$ cat config.mk
export PLATFORM = sky130hd
export DESIGN_NAME = servo_command_parser
export DESIGN_NICKNAME = d
export VERILOG_FILES = /design/src/rtl/scp_pkg.sv /design/src/rtl/scp_cmd_decode.sv /design/src/rtl/scp_pulse_map.sv /design/src/rtl/servo_command_parser.sv
export SDC_FILE = /design/constraint.sdc
export NUM_CORES = 1
export LEC_CHECK = 0
export BUFFER_PORTS_ARGS = -buffer_cell sky130_fd_sc_hd__buf_2
export CAP_MARGIN = 25
export CORE_UTILIZATION = 28
export DETAILED_ROUTE_END_ITERATION = 10
export GPL_ROUTABILITY_DRIVEN = 0
export GPL_TIMING_DRIVEN = 0
export PLACE_DENSITY = 0.4
export SKIP_CTS_REPAIR_TIMING = 1
export SYNTH_ARGS = -nofsm -noshare
export SYNTH_HDL_FRONTEND = slang
export SYNTH_SLANG_ARGS = --single-unit
$ cat constraint.sdc
create_clock -name clk -period 7.06 [get_ports clk]
set_input_delay 0.706 -clock clk [delete_from_list [all_inputs] [get_ports clk]]
set_output_delay 0.706 -clock clk [all_outputs]
set_load 0.05 [all_outputs]
$ cat src/rtl/scp_pkg.sv
package scp_pkg;

    // Result action codes.
    localparam logic [2:0] ACT_NONE  = 3'd0;
    localparam logic [2:0] ACT_REPLY = 3'd1;
    localparam logic [2:0] ACT_SERVO = 3'd2;
    localparam logic [2:0] ACT_APPLY = 3'd3;
    localparam logic [2:0] ACT_ADC   = 3'd4;

    // Command characters of the protocol.
    localparam logic [7:0] CH_VERSION = 8'h56;  // 'V'
    localparam logic [7:0] CH_ONE     = 8'h31;  // '1'
    localparam logic [7:0] CH_BULK    = 8'h53;  // 'S'
    localparam logic [7:0] CH_APPLY   = 8'h45;  // 'E'
    localparam logic [7:0] CH_ADC     = 8'h41;  // 'A'
    localparam logic [7:0] CH_SINGLE  = 8'h4E;  // 'N'
    localparam logic [7:0] CH_MODE    = 8'h4D;  // 'M'

    localparam logic [7:0] MAX_ANGLE  = 8'd180;
    localparam logic [7:0] BULK_MODE  = 8'd1;

    // Register map, word addressed.
    localparam logic [0:0] REG_PW_ZERO = 1'b0;
    localparam logic [0:0] REG_PW_FULL = 1'b1;

    // ceil(2^32 / 180). With a dividend below 2^24 the quotient taken from
    // bits 47:32 of the product is exact.
    localparam logic [24:0] RECIP_180 = 25'd23860930;

    typedef enum logic [2:0] {
        PS_IDLE   = 3'd0,
        PS_BULK   = 3'd1,
        PS_INDEX  = 3'd2,
        PS_SINGLE = 3'd3,
        PS_MODE   = 3'd4
    } parse_state_t;

    // Decoded command for one received word.
    typedef struct packed {
        logic [2:0] action;
        logic [7:0] reply;
        logic [2:0] idx;
        logic [7:0] angle;
    } cmd_t;

    // Load enables of the three stages behind the decoder.
    typedef struct packed {
        logic load2;
        logic load3;
        logic load4;
    } pipe_ctrl_t;

    typedef struct packed {
        logic [2:0]  action;
        logic [7:0]  reply;
        logic [2:0]  idx;
        logic [15:0] pulse;
    } result_t;

endpackage

$ cat src/rtl/scp_cmd_decode.sv
module scp_cmd_decode #(
    parameter int NUM_SERVOS = 6
) (
    input  logic          clk,
    input  logic          rst_n,
    input  logic          step,
    input  logic [7:0]    byte_in,
    output scp_pkg::cmd_t cmd
);
    import scp_pkg::*;

    localparam logic [7:0] SERVO_LIMIT = 8'(NUM_SERVOS);

    parse_state_t state_reg, state_next;
    logic [7:0]   counter_reg, counter_next;
    logic [7:0]   mode_reg, mode_next;
    logic [7:0]   counter_inc;
    logic [7:0]   angle_clamped;

    assign counter_inc   = counter_reg + 8'd1;
    assign angle_clamped = (byte_in > MAX_ANGLE) ? MAX_ANGLE : byte_in;

    always_ff @(posedge clk or negedge rst_n)
    begin
        if (!rst_n)
        begin
            state_reg   <= PS_IDLE;
            counter_reg <= 8'd0;
            mode_reg    <= 8'd0;
        end
        else if (step)
        begin
            state_reg   <= state_next;
            counter_reg <= counter_next;
            mode_reg    <= mode_next;
        end
    end

    // Next state.
    always_comb
    begin
        state_next   = state_reg;
        counter_next = counter_reg;
        mode_next    = mode_reg;
        case (state_reg)
            PS_IDLE:
            begin
                case (byte_in)
                    CH_BULK:
                    begin
                        if (mode_reg == BULK_MODE)
                        begin
                            state_next = PS_BULK;
                        end
                    end
                    CH_SINGLE: state_next = PS_INDEX;
                    CH_MODE:   state_next = PS_MODE;
                    default:   state_next = PS_IDLE;
                endcase
            end
            PS_BULK:
            begin
                if (counter_reg < SERVO_LIMIT && counter_inc < SERVO_LIMIT)
                begin
                    counter_next = counter_inc;
                end
                else
                begin
                    counter_next = 8'd0;
                    state_next   = PS_IDLE;
                end
            end
            PS_INDEX:
            begin
                counter_next = byte_in;
                state_next   = PS_SINGLE;
            end
            PS_SINGLE:
            begin
                counter_next = 8'd0;
                state_next   = PS_IDLE;
            end
            PS_MODE:
            begin
                mode_next  = byte_in;
                state_next = PS_IDLE;
            end
            default: state_next = PS_IDLE;
        endcase
    end

    // Outputs.
    always_comb
    begin
        cmd = '0;
        case (state_reg)
            PS_IDLE:
            begin
                case (byte_in)
                    CH_VERSION:
                    begin
                        cmd.action = ACT_REPLY;
                        cmd.reply  = CH_ONE;
                    end
                    CH_APPLY: cmd.action = ACT_APPLY;
                    CH_ADC:   cmd.action = ACT_ADC;
                    default:  cmd.action = ACT_NONE;
                endcase
            end
            PS_BULK, PS_SINGLE:
            begin
                if (counter_reg < SERVO_LIMIT)
                begin
                    cmd.action = ACT_SERVO;
                    cmd.idx    = counter_reg[2:0];
                    cmd.angle  = angle_clamped;
                end
            end
            default: cmd = '0;
        endcase
    end

endmodule

$ cat src/rtl/scp_pulse_map.sv
module scp_pulse_map (
    input  logic                clk,
    input  scp_pkg::pipe_ctrl_t ctrl,
    input  scp_pkg::cmd_t       cmd,
    input  logic [15:0]         pw_zero,
    input  logic [15:0]         pw_full,
    output scp_pkg::result_t    res
);
    import scp_pkg::*;

    logic        span_neg;
    logic [15:0] span_mag;
    logic [23:0] prod_next;
    logic [48:0] recip_prod;
    logic [15:0] quot_next;
    logic [15:0] pulse_next;

    cmd_t        cmd2_reg, cmd3_reg;
    logic [23:0] prod2_reg;
    logic        neg2_reg, neg3_reg;
    logic [15:0] quot3_reg;
    result_t     res_reg;

    // Magnitude and sign of the span; the map works on magnitudes so that
    // the quotient truncates toward zero.
    assign span_neg  = pw_full < pw_zero;
    assign span_mag  = span_neg ? (pw_zero - pw_full) : (pw_full - pw_zero);
    assign prod_next = cmd.angle * span_mag;

    always_ff @(posedge clk)
    begin
        if (ctrl.load2)
        begin
            cmd2_reg  <= cmd;
            prod2_reg <= prod_next;
            neg2_reg  <= span_neg;
        end
    end

    assign recip_prod = prod2_reg * RECIP_180;
    assign quot_next  = recip_prod[47:32];

    always_ff @(posedge clk)
    begin
        if (ctrl.load3)
        begin
            cmd3_reg  <= cmd2_reg;
            quot3_reg <= quot_next;
            neg3_reg  <= neg2_reg;
        end
    end

    always_comb
    begin
        if (cmd3_reg.action == ACT_SERVO)
        begin
            pulse_next = neg3_reg ? (pw_zero - quot3_reg) : (pw_zero + quot3_reg);
        end
        else
        begin
            pulse_next = 16'd0;
        end
    end

    always_ff @(posedge clk)
    begin
        if (ctrl.load4)
        begin
            res_reg.action <= cmd3_reg.action;
            res_reg.reply  <= cmd3_reg.reply;
            res_reg.idx    <= cmd3_reg.idx;
            res_reg.pulse  <= pulse_next;
        end
    end

    assign res = res_reg;

endmodule

$ cat src/rtl/servo_command_parser.sv
// Channel  Direction  Handshake            Payload
// -------  ---------  -------------------  ---------------------------------------------
// input    in         in_valid/in_stall    rx_byte
// output   out        out_valid/out_stall  action, reply_byte, servo_index, pulse_width
// config   in         APB psel/penable     paddr, pwdata, prdata (pulse limits)
//
// Each received word passes four register stages: an input register, the
// decoded command with the angle times span product, the quotient by 180
// from a reciprocal multiply, and the output register. One word can be
// accepted every cycle while the input is not stalled. Reset clears the
// parser state, the mode, the stage valid bits and puts the pulse registers
// at 1000 and 2000. A stall at the output only holds stages that are full;
// empty stages in front keep filling, so the input stalls only once every
// stage holds a word.
module servo_command_parser #(
    parameter int NUM_SERVOS = 6
) (
    input  logic        clk,
    input  logic        rst_n,
    // Received word channel.
    input  logic        in_valid,
    output logic        in_stall,
    input  logic [7:0]  rx_byte,
    // Result channel.
    output logic        out_valid,
    input  logic        out_stall,
    output logic [2:0]  action,
    output logic [7:0]  reply_byte,
    output logic [2:0]  servo_index,
    output logic [15:0] pulse_width,
    // Configuration port.
    input  logic        psel,
    input  logic        penable,
    input  logic        pwrite,
    input  logic [2:0]  paddr,
    input  logic [31:0] pwdata,
    output logic [31:0] prdata,
    output logic        pready
);
    import scp_pkg::*;

    logic [15:0] pw_zero_reg;
    logic [15:0] pw_full_reg;
    logic        cfg_write;

    logic        v1_reg, v2_reg, v3_reg, v4_reg;
    logic        ready1, ready2, ready3, ready4;
    logic [7:0]  byte1_reg;
    pipe_ctrl_t  ctrl;
    cmd_t        cmd;
    result_t     res;

    // Configuration registers. The word address is taken from bit 2.
    assign pready    = 1'b1;
    assign cfg_write = psel && penable && pwrite;

    always_ff @(posedge clk or negedge rst_n)
    begin
        if (!rst_n)
        begin
            pw_zero_reg <= 16'd1000;
            pw_full_reg <= 16'd2000;
        end
        else if (cfg_write)
        begin
            case (paddr[2])
                REG_PW_ZERO: pw_zero_reg <= pwdata[15:0];
                REG_PW_FULL: pw_full_reg <= pwdata[15:0];
                default:     pw_zero_reg <= pw_zero_reg;
            endcase
        end
    end

    always_comb
    begin
        case (paddr[2])
            REG_PW_ZERO: prdata = {16'd0, pw_zero_reg};
            REG_PW_FULL: prdata = {16'd0, pw_full_reg};
            default:     prdata = 32'd0;
        endcase
    end

    // A stage takes a new word when it is empty or its word moves on.
    assign ready4 = !v4_reg || !out_stall;
    assign ready3 = !v3_reg || ready4;
    assign ready2 = !v2_reg || ready3;
    assign ready1 = !v1_reg || ready2;

    assign in_stall   = !ready1;
    assign ctrl.load2 = ready2;
    assign ctrl.load3 = ready3;
    assign ctrl.load4 = ready4;

    always_ff @(posedge clk or negedge rst_n)
    begin
        if (!rst_n)
        begin
            v1_reg <= 1'b0;
            v2_reg <= 1'b0;
            v3_reg <= 1'b0;
            v4_reg <= 1'b0;
        end
        else
        begin
            if (ready1)
            begin
                v1_reg <= in_valid;
            end
            if (ready2)
            begin
                v2_reg <= v1_reg;
            end
            if (ready3)
            begin
                v3_reg <= v2_reg;
            end
            if (ready4)
            begin
                v4_reg <= v3_reg;
            end
        end
    end

    always_ff @(posedge clk)
    begin
        if (ready1)
        begin
            byte1_reg <= rx_byte;
        end
    end

    // The parser state moves only when a real word leaves the input register.
    scp_cmd_decode #(
        .NUM_SERVOS(NUM_SERVOS)
    ) u_decode (
        .clk    (clk),
        .rst_n  (rst_n),
        .step   (v1_reg && ready2),
        .byte_in(byte1_reg),
        .cmd    (cmd)
    );

    scp_pulse_map u_map (
        .clk    (clk),
        .ctrl   (ctrl),
        .cmd    (cmd),
        .pw_zero(pw_zero_reg),
        .pw_full(pw_full_reg),
        .res    (res)
    );

    assign out_valid   = v4_reg;
    assign action      = res.action;
    assign reply_byte  = res.reply;
    assign servo_index = res.idx;
    assign pulse_width = res.pulse;

endmodule
# Word-level counts from Yosys, hierarchy flattened
# Index checks and enable logic that the tools add are counted.
# totals
input_bits	50
register_bits	163
word_cells	89
# classes
n_eq_ne	14
order_cmp	4
reduce_logical	23
mul	2
mux	16
n_bitwise	1
add_sub_neg	5
# op_table
cell	count
case mux 32 bit (2 select lines)	1
== test 8 x 7 -> 1 bit, second input constant	6
subtractor 16 bit	3
multiplier 24 x 24 -> 47 bit, second input constant	1
2-to-1 mux 16 bit	2
2-to-1 mux 8 bit	4
case mux 3 bit (3 select lines)	3
multiplier 8 x 16 -> 24 bit	1
case mux 8 bit (3 select lines)	1
adder 16 bit	1
less-than comparator 16 bit	1
less-than comparator 8 x 3 -> 1 bit, second input constant	2
AND reduction 2 bit	5
== test 3 x 2 -> 1 bit, second input constant	3
adder 8 x 1 -> 8 bit, second input constant	1
== test 8 x 1 -> 1 bit, second input constant	1
greater-than comparator 8 bit, second input constant	1
logical NOT 1 bit	6
2-to-1 mux 3 bit	2
2-to-1 mux 6 bit	1
case mux 3 bit (2 select lines)	1
logical AND 1 bit	4
logical OR 1 bit	4
== test 3 x 1 -> 1 bit, second input constant	1
other kinds (9)	9

# Depth between registers and ports, before layout
# logic_depth
depth_word	6
mapped_depth	31
mapped_depth_nobuf	29

# By module
# Synthesis repeated with hierarchy kept, for this count alone.
# hier_totals
cells_unflattened	2214
area_unflattened_um2	22232.6
# by_module_without_submodules
mod	area_each_um2	cells_per_inst	n_inst	seq_area_each_um2
scp_pulse_map	19037.0	1960	1	3002.9
servo_command_parser	2013.2	129	1	1156.1
scp_cmd_decode	1182.4	125	1	475.5

# Worst setup path after synthesis
# Ideal clock, no wire load.
# synth_path
path_kind	flip-flop to flip-flop
from	reg pw_zero_reg[1]
to	reg u_map.prod2_reg[22] (data pin)
synth_period_minus_slack_ps	6768
required_ps	6789
n_path_buf	1
arrival_ps	6497
setup_slack_ps	292
stages_incl_launch_ff	27
cell_sequence	dfrtp_1 inv_1 fa_1 a21o_1 a21oi_1 o211ai_2 a221oi_4 buf_6 mux2i_1 xor2_1 or2_1 fa_1 fa_1 inv_1 fa_1 inv_1 fa_1 inv_1 ha_1 o21ai_0 nand2_1 a31oi_1 o311a_1 a211oi_2 a31oi_1 o311ai_1 xor2_1
# synth_via
elab_chain_cells	3
elab_cells_between_ends	5
classes_between	add/sub: 2; mul: 1; order compare: 1; mux: 1
# synth_rtl
item	line	rtl
from (decl)	servo_command_parser.sv:42	logic [15:0] pw_zero_reg;
from (signal assigned)	servo_command_parser.sv:67	REG_PW_ZERO: pw_zero_reg <= pwdata[15:0];
from (signal assigned)	servo_command_parser.sv:69	default: pw_zero_reg <= pw_zero_reg;
subtractor 16 bit or less-than comparator 16 bit (tied branches)	scp_pulse_map.sv:27, scp_pulse_map.sv:26	
2-to-1 mux 16 bit (*)	scp_pulse_map.sv:27	assign span_mag = span_neg ? (pw_zero - pw_full) : (pw_full - pw_zero);
multiplier 8 x 16 -> 24 bit (*)	scp_pulse_map.sv:28	assign prod_next = cmd.angle * span_mag;
net u_map.prod_next[22]	scp_pulse_map.sv:13	logic [23:0] prod_next;
to (signal assigned)	scp_pulse_map.sv:35	prod2_reg <= prod_next;
to (decl)	scp_pulse_map.sv:19	logic [23:0] prod2_reg;
# The timed path passes the listed nets; every way through them passes the cells marked *.
# A chain may end at the register's enable or synchronous reset.

# Final worst setup path
# layout_path
from	reg pw_full_reg[0]
to	reg u_map.prod2_reg[22] (data pin)
# layout_via
elab_chain_cells	3
elab_cells_between_ends	5
classes_between	add/sub: 2; mul: 1; order compare: 1; mux: 1
# layout_rtl
item	line	rtl
from (decl)	servo_command_parser.sv:43	logic [15:0] pw_full_reg;
from (signal assigned)	servo_command_parser.sv:68	REG_PW_FULL: pw_full_reg <= pwdata[15:0];
less-than comparator 16 bit	scp_pulse_map.sv:26	assign span_neg = pw_full < pw_zero;
net u_map.span_neg	scp_pulse_map.sv:11	logic span_neg;
2-to-1 mux 16 bit	scp_pulse_map.sv:27	
multiplier 8 x 16 -> 24 bit	scp_pulse_map.sv:28	
net u_map.prod_next[22]	scp_pulse_map.sv:13	
# The timed path passes the listed nets, and every way through them passes these cells.

==> results by group <==
Status
  – Status: finished, final reports clean

Clock network
  – CTS sink count: ~140
  – Root buf cell: clkbuf_16
  – H-tree levels: 4
  – Clk_lat worst skew: ~480 ps
  – Cts bufs inserted: 17
  – Worst-path clk slew: ~70 ps
  – CTS tree: done
  – Clock Path Buffers: 2

Synth
  – Synth warn: 0
  – Cell taking the most area after synthesis: fa_1
  – Synth cell count leaders: inv_1, ha_1, fa_1
  – Synth async-reset ratio: 38.73%
  – Post-synth top area share: 25.46%
  – Netlist area before placement: ~20000 um^2
  – Top FF cell, synth: edfxtp_1
  – Avg Inst Size Synth: approximately 9.8 um^2
  – FF+latch count, synth: 142
  – Seq/Total Area, Yosys: 19.51%
  – Cells after Synth: 2093
  – Number of flops mapped to enable cells by yosys: 87
  – Largest cells by area after synthesis: fa_1, ha_1, edfxtp_1
  – Unique masters post-synth: 84
  – Top-count cell post-synth: inv_1

Worst hold path
  – Hold Path Class: primary input to asynchronous set/reset pin

Timing
  – Period utilization: 99.66%
  – Slew margin rel.: 37.45%
  – Final Slew Violations: 0
  – Slew @ Worst Pin: between 900 and 1000 ps
  – Final Hold Viols: 0
  – Fin crit period: 7036 ps
  – RSZ-0062 raised after global routing: yes
  – Final setup fails: 0
  – Final setup skew: a little under 10 ps
  – Max Clk Rate: roughly 0.14 GHz

Place
  – DP HPWL: roughly 46 mm
  – Port bufs: 73

Route
  – Via count: around 15k
  – Via density: approximately 4.5
  – Antenna viol nets, final: 0
  – # DRC: 0
  – 1st-iter DRT viols: 570
  – Post-Route WL: 55.28 mm
  – First-pass DRT Iterations: 5
  – WL per Instance: 16.97 um

Floorplanning
  – FP Rows: between 90 and 100
  – Die Y: between 200 and 300 um
  – CORE AREA: between 70000 and 80000 um^2
  – Die W: 272.8 um
  – Die area: 74390 um^2
  – Starting density of the core: about 29%
  – # IOs: around 120

Cells and area
  – Layout cell share with drive strength beyond 1: ~18%
  – Area added between synthesis and finish: 18.14%
  – Reg area: about 4000 um^2
  – NumNets Final: between 2k and 3k
  – Max reg flops: 24
  – Final core occ: ~34%
  – N_diodes: 0
  – Fill count: roughly 7.4k
  – Multi-input gate area: roughly 15000 um^2

Critical path
  – Worst EP arrival: about 7300 ps
  – Slowest cell delay on critical path: roughly 530 ps
  – Data required time of the worst path: ~7300 ps
  – Reg2reg path depth: 29
  – Setup crit end kind: flip-flop
  – Critical path class: flip-flop to flip-flop
  – WP depth: 29
  – Delay-heaviest family, CP: adder cells
  – Crit Path Max Fanout: 7
  – CP startpoint kind: flip-flop
  – Number of buffers and inverters on the critical path: 7
  – CP max-delay cell: fa_1

Flow run
  – Max_cap viols: 0

Global routing
  – First-pass GRT wire length: 85.55 mm
  – Antenna violations before repair: 4
  – Largest net degree at the start of global routing: 37
  – Vias in the first global route: around 15k
  – Grt ovf: 0
  – Gr usage total: 15.09%
[logic make-up after synthesis]
group	Yosys count	synth area share (%)
DFF	142	19.51
buffers and inverters	539	10.43
muxes	50	2.694
other	2	0.03659
and+or+nand+nor	399	9.125
xor gates and xnor gates	81	3.804
AOI/OAI and AO/OA	301	9.564
adders and majority gates	579	44.84
[metal layers]
| metal | up-vias | routed length (um) | global-route usage (%) |
|---|---|---|---|
| met5 | - | 0 | 0 |
| met4 | 0 | 630 | 3.430 |
| met3 | 35 | 1897 | 2.434 |
| met2 | 189 | 26060 | 24.64 |
| met1 | 7198 | 26690 | 20.80 |
| li1 | 7136 | - | - |
[final timing paths]
kind | startpoint | to | slack, ps
max | pw_full_reg[0] | u_map.prod2_reg[22] | 20
min | rst_n | u_decode.mode_reg[7] | 190
max reg2reg | pw_full_reg[0] | u_map.prod2_reg[22] | 20
min reg2reg | u_map.cmd2_reg[20] | u_map.cmd3_reg[20] | 420
max in group asynchronous | rst_n | pw_zero_reg[3] | 6220
min in group clk | rx_byte[0] | byte1_reg[0] | 400
[stage by stage]
stage / hold slack, ps / cell area (um^2) / std cells / TNS [ps] / setup slack (ps)
2_1_floorplan: 400.3 / 20600 / 2113 / 0 / 292.3
3_3_place_gp: 405.5 / 22160 / 3136 / -14990 / -1014
3_5_place_dp: 404.5 / 22270 / 3142 / -7245 / -952.8
4_1_cts: 160.0 / 22880 / 3174 / -7946 / -1001
5_1_grt: 197.8 / 24250 / 3257 / -924.4 / -233.6
6_report: 189.9 / 24250 / 3257 / 0 / 23.80
[cell type report]
class                           count  area share (%)
Sequential cell                   142           16.52
Buffer                             57           1.383
Clock buffer                       17           1.754
Timing Repair Buffer              164           4.819
Clock inverter                     15          0.7636
Tap cell                          950           4.902
Inverter                          480           7.430
Multi-Input combinational cell   1432           62.43
[placed cells by master, fill, tap and decap left out, drive strengths merged, types with 17 or more instances in the layout]
cell,n
nand2b,19
xnor2,55
ha,318
clkbuf,41
buf,197
nor2,152
inv,485
mux2,42
o21ai,81
a21oi,94
fa,261
xor2,26
nand2,93
dfrtp,43
edfxtp,87
nor2b,17
conb,22
nor3,26
a21o,35
nand3,18
Power is left out: the tool's default activity adds up to more than one toggle a clock period on the data nets, which glitch-free logic cannot reach.
